$ cat src/design/lprd_pkg.sv
// ----------------------------------------------------------------------------
// lprd_pkg
// Types and constants for the length-prefixed request deframer.
// ----------------------------------------------------------------------------
package lprd_pkg;

    localparam int unsigned FIELD_W    = 32;
    localparam int unsigned CFG_IDX_W  = 1;

    localparam logic [FIELD_W-1:0] MAX_FRAME_BYTES_RST  = 32'd33554432;
    localparam logic [FIELD_W-1:0] MAX_STRING_COUNT_RST = 32'd200000;

    // phase of the deframer, also used as the byte role tag
    typedef enum logic [2:0] {
        PH_FLEN    = 3'd0,
        PH_COUNT   = 3'd1,
        PH_SLEN    = 3'd2,
        PH_DATA    = 3'd3,
        PH_DISCARD = 3'd4,
        PH_CLOSED  = 3'd5
    } t_phase;

    typedef enum logic [1:0] {
        ST_NONE     = 2'd0,
        ST_ACCEPT   = 2'd1,
        ST_TOO_LONG = 2'd2,
        ST_BAD      = 2'd3
    } t_status;

    typedef enum logic [CFG_IDX_W-1:0] {
        CFG_MAX_FRAME_BYTES  = 1'b0,
        CFG_MAX_STRING_COUNT = 1'b1
    } t_cfg_idx;

    localparam logic [1:0] POS_LAST = 2'd3;

endpackage

$ cat src/design/length_prefixed_request_deframer.sv
// ----------------------------------------------------------------------------
// length_prefixed_request_deframer
// Tags each byte of a length-prefixed request stream with its role, string
// index and end marks, and reports frame acceptance and framing errors.
// ----------------------------------------------------------------------------
// path: a byte passes through the input register, then the result register
// (the result register holds its byte while i_ready is low)
// throughput: one byte per cycle while the output is not stalled, set by the
// combinational counter update between the two registers
// reset: synchronous, clears all control state and restores default limits
// ----------------------------------------------------------------------------
module length_prefixed_request_deframer (
    input  logic                           i_clk,
    input  logic                           i_rst_n,
    input  logic                           i_cfg_we,
    input  logic [lprd_pkg::CFG_IDX_W-1:0] i_cfg_index,
    input  logic [lprd_pkg::FIELD_W-1:0]   i_cfg_data,
    input  logic                           i_valid,
    output logic                           o_ready,
    input  logic [7:0]                     i_in_byte,
    output logic                           o_valid,
    input  logic                           i_ready,
    output logic [2:0]                     o_byte_role,
    output logic [7:0]                     o_out_byte,
    output logic [lprd_pkg::FIELD_W-1:0]   o_string_index,
    output logic                           o_string_done,
    output logic [1:0]                     o_frame_status
);
    import lprd_pkg::*;

    logic [FIELD_W-1:0] r_max_frame;
    logic [FIELD_W-1:0] r_max_count;

    logic               r_in_valid;
    logic [7:0]         r_in_byte;

    t_phase             r_phase,  n_phase;
    logic [1:0]         r_pos,    n_pos;
    logic [23:0]        r_asm,    n_asm;
    logic [FIELD_W-1:0] r_fbl,    n_fbl;
    logic [FIELD_W-1:0] r_sl,     n_sl;
    logic [FIELD_W-1:0] r_cur,    n_cur;
    logic [FIELD_W-1:0] r_dbl,    n_dbl;

    logic               r_out_valid;
    t_phase             r_role,   n_role;
    logic [7:0]         r_byte;
    logic [FIELD_W-1:0] r_idx,    n_idx;
    logic               r_done,   n_done;
    t_status            r_status, n_status;

    logic               advance;
    logic [FIELD_W-1:0] full;
    logic [FIELD_W-1:0] fbl_dec;
    logic [FIELD_W-1:0] dbl_dec;
    logic               last;
    logic               fbl_zero;

    assign advance  = r_in_valid && (!r_out_valid || i_ready);
    assign o_ready  = !r_in_valid || advance;
    assign full     = {r_in_byte, r_asm};
    assign last     = (r_pos == POS_LAST);
    assign fbl_dec  = r_fbl - 1'b1;
    assign dbl_dec  = r_dbl - 1'b1;
    assign fbl_zero = (fbl_dec == '0);

    always_ff @(posedge i_clk) begin
        if (!i_rst_n) begin
            r_max_frame <= MAX_FRAME_BYTES_RST;
            r_max_count <= MAX_STRING_COUNT_RST;
        end else if (i_cfg_we) begin
            unique case (t_cfg_idx'(i_cfg_index))
                CFG_MAX_FRAME_BYTES:  r_max_frame <= i_cfg_data;
                CFG_MAX_STRING_COUNT: r_max_count <= i_cfg_data;
                default: ;
            endcase
        end
    end

    // input register
    always_ff @(posedge i_clk) begin
        if (!i_rst_n) begin
            r_in_valid <= 1'b0;
        end else if (o_ready) begin
            r_in_valid <= i_valid;
        end
    end

    always_ff @(posedge i_clk) begin
        if (o_ready && i_valid) begin
            r_in_byte <= i_in_byte;
        end
    end

    always_comb begin
        n_phase  = r_phase;
        n_pos    = r_pos;
        n_asm    = r_asm;
        n_fbl    = r_fbl;
        n_sl     = r_sl;
        n_cur    = r_cur;
        n_dbl    = r_dbl;
        n_role   = PH_CLOSED;
        n_idx    = '0;
        n_done   = 1'b0;
        n_status = ST_NONE;

        // field collection, shared by the frame length, count and string length phases
        if (r_phase == PH_FLEN || r_phase == PH_COUNT || r_phase == PH_SLEN) begin
            n_pos = r_pos + 1'b1;
            unique case (r_pos)
                2'd0:    n_asm = {16'd0, r_in_byte};
                2'd1:    n_asm[15:8]  = r_in_byte;
                2'd2:    n_asm[23:16] = r_in_byte;
                default: ;
            endcase
        end

        unique case (r_phase)
            PH_FLEN: begin
                n_role = PH_FLEN;
                if (last) begin
                    if (full > r_max_frame) begin
                        n_phase  = PH_CLOSED;
                        n_status = ST_TOO_LONG;
                    end else if (full == '0) begin
                        n_phase  = PH_CLOSED;
                        n_status = ST_BAD;
                    end else begin
                        n_fbl   = full;
                        n_phase = PH_COUNT;
                    end
                end
            end
            PH_COUNT: begin
                n_role = PH_COUNT;
                n_fbl  = fbl_dec;
                if (last) begin
                    if (full > r_max_count) begin
                        n_phase  = fbl_zero ? PH_CLOSED : PH_DISCARD;
                        n_status = fbl_zero ? ST_BAD : ST_NONE;
                    end else if (full == '0) begin
                        n_phase  = fbl_zero ? PH_FLEN : PH_DISCARD;
                        n_status = fbl_zero ? ST_ACCEPT : ST_NONE;
                    end else if (fbl_zero) begin
                        n_phase  = PH_CLOSED;
                        n_status = ST_BAD;
                    end else begin
                        n_sl    = full;
                        n_cur   = '0;
                        n_phase = PH_SLEN;
                    end
                end else if (fbl_zero) begin
                    n_phase  = PH_CLOSED;
                    n_status = ST_BAD;
                end
            end
            PH_SLEN, PH_DATA: begin
                n_role = r_phase;
                n_idx  = r_cur;
                n_fbl  = fbl_dec;
                if (r_phase == PH_DATA) begin
                    n_dbl = dbl_dec;
                end
                priority if ((r_phase == PH_SLEN && last && full == '0) ||
                             (r_phase == PH_DATA && dbl_dec == '0)) begin
                    // end of string
                    n_done = 1'b1;
                    n_sl   = r_sl - 1'b1;
                    n_cur  = r_cur + 1'b1;
                    if (r_sl == 32'd1) begin
                        n_phase  = fbl_zero ? PH_FLEN : PH_DISCARD;
                        n_status = fbl_zero ? ST_ACCEPT : ST_NONE;
                    end else if (fbl_zero) begin
                        n_phase  = PH_CLOSED;
                        n_status = ST_BAD;
                    end else begin
                        n_phase = PH_SLEN;
                        n_pos   = 2'd0;
                    end
                end else if (r_phase == PH_SLEN && last) begin
                    if (full > fbl_dec) begin
                        n_phase  = fbl_zero ? PH_CLOSED : PH_DISCARD;
                        n_status = fbl_zero ? ST_BAD : ST_NONE;
                    end else begin
                        n_dbl   = full;
                        n_phase = PH_DATA;
                    end
                end else if (r_phase == PH_SLEN && fbl_zero) begin
                    n_phase  = PH_CLOSED;
                    n_status = ST_BAD;
                end else begin
                end
            end
            PH_DISCARD: begin
                n_role = PH_DISCARD;
                n_fbl  = fbl_dec;
                if (fbl_zero) begin
                    n_phase  = PH_CLOSED;
                    n_status = ST_BAD;
                end
            end
            default: begin
                n_phase = PH_CLOSED;
            end
        endcase
    end

    always_ff @(posedge i_clk) begin
        if (!i_rst_n) begin
            r_phase <= PH_FLEN;
            r_pos   <= 2'd0;
            r_asm   <= '0;
            r_fbl   <= '0;
            r_sl    <= '0;
            r_cur   <= '0;
            r_dbl   <= '0;
        end else if (advance) begin
            r_phase <= n_phase;
            r_pos   <= n_pos;
            r_asm   <= n_asm;
            r_fbl   <= n_fbl;
            r_sl    <= n_sl;
            r_cur   <= n_cur;
            r_dbl   <= n_dbl;
        end
    end

    // result register
    always_ff @(posedge i_clk) begin
        if (!i_rst_n) begin
            r_out_valid <= 1'b0;
        end else if (advance) begin
            r_out_valid <= 1'b1;
        end else if (i_ready) begin
            r_out_valid <= 1'b0;
        end
    end

    always_ff @(posedge i_clk) begin
        if (advance) begin
            r_role   <= n_role;
            r_byte   <= r_in_byte;
            r_idx    <= n_idx;
            r_done   <= n_done;
            r_status <= n_status;
        end
    end

    assign o_valid        = r_out_valid;
    assign o_byte_role    = r_role;
    assign o_out_byte     = r_byte;
    assign o_string_index = r_idx;
    assign o_string_done  = r_done;
    assign o_frame_status = r_status;

    a_closed_sticky: assert property (@(posedge i_clk) disable iff (!i_rst_n)
        r_phase == PH_CLOSED |=> r_phase == PH_CLOSED)
        else $error("closed stream reopened");

    a_closed_no_status: assert property (@(posedge i_clk) disable iff (!i_rst_n)
        o_valid && o_byte_role == PH_CLOSED |-> o_frame_status == ST_NONE)
        else $error("status reported on closed stream");

    a_done_role: assert property (@(posedge i_clk) disable iff (!i_rst_n)
        o_valid && o_string_done |-> (o_byte_role == PH_SLEN || o_byte_role == PH_DATA))
        else $error("string end outside string");

    a_too_long_role: assert property (@(posedge i_clk) disable iff (!i_rst_n)
        o_valid && o_frame_status == ST_TOO_LONG |-> o_byte_role == PH_FLEN)
        else $error("too long flagged off frame length");

    a_index_role: assert property (@(posedge i_clk) disable iff (!i_rst_n)
        o_valid && o_string_index != '0 |->
            (o_byte_role == PH_SLEN || o_byte_role == PH_DATA))
        else $error("string index outside string");

endmodule
$ cat config.mk
export PLATFORM = sky130hd
export DESIGN_NAME = length_prefixed_request_deframer
export DESIGN_NICKNAME = d
export VERILOG_FILES = /design/src/design/lprd_pkg.sv /design/src/design/length_prefixed_request_deframer.sv
export SDC_FILE = /design/constraint.sdc
export NUM_CORES = 1
export LEC_CHECK = 0
export BUFFER_PORTS_ARGS = -buffer_cell sky130_fd_sc_hd__buf_2
export CORE_ASPECT_RATIO = 2
export CORE_UTILIZATION = 40
export CTS_CLUSTER_DIAMETER = 100
export DETAILED_ROUTE_END_ITERATION = 8
export GPL_TIMING_DRIVEN = 0
export PLACE_DENSITY_LB_ADDON = 0.1
export SYNTH_ARGS = -nofsm -noshare
export SYNTH_HDL_FRONTEND = slang
export SYNTH_SLANG_ARGS = --single-unit
$ cat constraint.sdc
create_clock -name i_clk -period 11.3 [get_ports i_clk]
set_clock_uncertainty 0.15 [all_clocks]
set_input_delay 2.26 -clock i_clk [delete_from_list [all_inputs] [get_ports i_clk]]
set_output_delay 2.26 -clock i_clk [all_outputs]
set_load 0.1 [all_outputs]
==> metrics <==
Setup crit end r_dbl[13]; share of cells above drive strength 1 8.66%; clock tree buffer depth 3; max incr delay on CP 1.11 ns; Synth-to-Final Area Change 13.4%; Sw Share 27.1%; largest area contributor in the netlist dfxtp_1; ranking of synthesized cells by area dfxtp_1 27%, edfxtp_1 9.8%, ha_1 8.4%; antenna violations before repair 0; post-synth top area share 27.1%; sequential area share after synthesis 36.9%; synthesized net count 2204; placed wire-length estimate 48300 um; Max Freq 132 MHz; crit-path leading delay family simple AND/OR/NAND/NOR gates; hold slack 0.304 ns; Finished Core Util 46.1%; ys flop type dfxtp_1; Max Used Layer met4; CTS Root Cell clkbuf_16; core area 40500 sq um; Worst R2R Start r_fbl[0]; commonest cells in the netlist 283 x nand2_1, 223 x dfxtp_1, 187 x a21oi_1; met2 WL 33900 um; routed len/inst 23.5 um; Fin. Hold Viols 0; antenna-violating nets left 0; initial drt markers 1118; worst hold path class flop to flop; FF-to-FF path depth 19; CP startpoint r_fbl[0]; yosys warns 0; CTS H-tree depth 1; vias in the first global route 16066; Net Switching 0.641 mW; Yosys reg bits 277; Reg power frac 44.8%; Die X 146 um; clk_lat worst skew 0.59 ns; global route total overflow 0; Tot GR Track Use 30.3%; # setup viols final 0; CTS Hold Bufs 0; crit path max fanout 10; distinct cell type count after synthesis 78; initial core utilization 40.7%; number of max-cap violations 0; mapped cell area 16500 sq um; Final Max Slew Viols 0; Total Power 2.37 mW; die height 289 um; WL met1 21800 um; peak supply drop 0.134 mV; worst relative slew slack 8.49%; RSZ-0062 raised after global routing false; total vias in the final route 16128; Clock Sinks 277; drc violations 0; drt via density 5.92; Setup TNS 0 ns; critical path cell sequence inv_1, ha_1, nor3b_1, nand3_1, nor4_1, and2_1, nand2_1, xor2_1, ha_1, and4_1, a221oi_1, nor2b_1, a211oi_1, a211oi_1, clkbuf_1, clkbuf_1, o21ai_0, a22oi_1, nor2_1; IO buf count 93; Arrival @ worst endpoint 7.84 ns; cts bufs inserted 29; CP endpoint kind flop; number of synthesized flops with an enable pin 54; Mapped Avg Cell Area 8.05 sq um; reg-to-reg setup timing slack 3.75 ns; startpoint type of the worst setup path flop; final net count 2329; Resized cells post-CTS 0; num rows 104; hold_sp r_max_frame[19]; Req. time, crit path 11.59 ns; Critical-path top delay cell a211oi_1; asr flop ratio synth 0%; gpl congestion 0.999; Worst path depth 19; post-CTS setup buffers 0; post-route minimum period 7.55 ns; final wirelength 64100 um; drt pass-1 iters 5; largest net degree at the start of global routing 30; FILL cells 4121; clock power share 45.5%; WP buf/inv 3; die area 42100 sq um; ANT cells 0; count leader, synth nand2_1; TritonCTS clock tree yes; cell count after synthesis 2047; PwrDens 127 nW/um^2; Final period util 66.8%; first-pass GRT wire length 96000 um; outcome finished clean; cell-internal power 1.73 mW; Worst Max-Slew Pin Slew 1.36 ns; combinational share of power 9.7%; Crit Reg-Reg Endpoint r_dbl[13]; DR WL met3 2840 um; P_leak 7.51 nW; Reg clk slew, reported paths 0.07 ns; top-level port count 94; critical path type flop to flop
registers in the layout, summed over array words and instances, names as in the netlist, 3 cells and up:
signal	flops
r_sl	32
r_asm	24
r_in_byte	8
r_fbl	32
r_max_frame	32
r_max_count	32
r_dbl	32
o_out_byte	8
r_phase	3
r_cur	32
o_string_index	32
o_byte_role	3
per-layer routing:
layer  global-route usage (%)  vias up
li1                         -     7593
met1                     28.5     7707
met2                     59.0      580
met3                     3.48      248
met4                     24.3        0
met5                        0        -
area by class of cell:
type                            count  area, sq um  area share [%]
Tap cell                          530          663            3.55
Clock inverter                     15          243            1.30
Clock buffer                       38          801            4.29
Buffer                            120          489            2.62
Multi-Input combinational cell   1548         9510            50.9
Timing Repair Buffer               94          493            2.64
Sequential cell                   277         6090            32.6
Inverter                          102          388            2.08
power groups by stage:
stage | Combinational (mW) | Sequential [mW] | Clock [mW]
final | 0.230 | 1.06 | 1.08
after global routing | 0.250 | 1.06 | 1.13
after CTS | 0.231 | 1.06 | 1.09
after detailed placement | 0.230 | 1.08 | 0
after global placement | 0.225 | 1.08 | 0
after floorplan | 0.103 | 1.12 | 0
cells by family after synthesis:
group | count (synthesis) | synth area share (%)
simple gates | 846 | 25.4
compound gates | 507 | 19.2
flops | 277 | 36.9
buf+inv | 222 | 5.32
fa+ha+maj | 111 | 8.43
xor+xnor | 43 | 2.29
mux | 41 | 2.50
cells in the final DEF, fill, tap and decap left out, drive strengths merged, types with 14 or more instances in the layout:
| master | Yosys | routed |
|---|---|---|
| nand2 | 283 | 283 |
| dfxtp | 223 | 223 |
| a21oi | 189 | 189 |
| nor2 | 175 | 175 |
| clkbuf | 97 | 135 |
| buf | 23 | 117 |
| o21ai | 114 | 114 |
| ha | 111 | 111 |
| inv | 102 | 104 |
| edfxtp | 54 | 54 |
| and2 | 51 | 51 |
| nor3 | 50 | 50 |
| nand3 | 46 | 46 |
| nand4 | 44 | 44 |
| nor4 | 43 | 43 |
| mux2i | 40 | 40 |
| a22oi | 37 | 37 |
| nand2b | 33 | 33 |
| xnor2 | 27 | 27 |
| o31ai | 24 | 24 |
| or4 | 24 | 24 |
| or3 | 23 | 23 |
| a21o | 21 | 21 |
| or2 | 16 | 16 |
| xor2 | 16 | 16 |
| and3 | 16 | 16 |
| a31oi | 14 | 14 |
worst min-delay path by stage:
stage,cells past startpoint,to
after floorplan,2,r_max_count[12]
after global placement,2,r_max_count[31]
after detailed placement,2,r_max_frame[19]
after CTS,2,r_max_frame[19]
after global routing,2,r_max_frame[19]
final,2,r_max_frame[19]
tightest hold or removal path, cell delays in order, from the launching register on:
cell	delay [ns]
dfxtp_1	0.31
nand2_1	0.05
a21oi_1	0.05
through the flow:
stage	instances	cell area, sq um	worst slack (ns)
after floorplan	2047	16500	5.87
after global placement	2670	17600	3.93
after detailed placement	2671	17600	3.93
after CTS	2724	18700	3.89
after global routing	2724	18700	3.28
final	2724	18700	3.75
No activity file was read; power rests on OpenSTA's default activity.
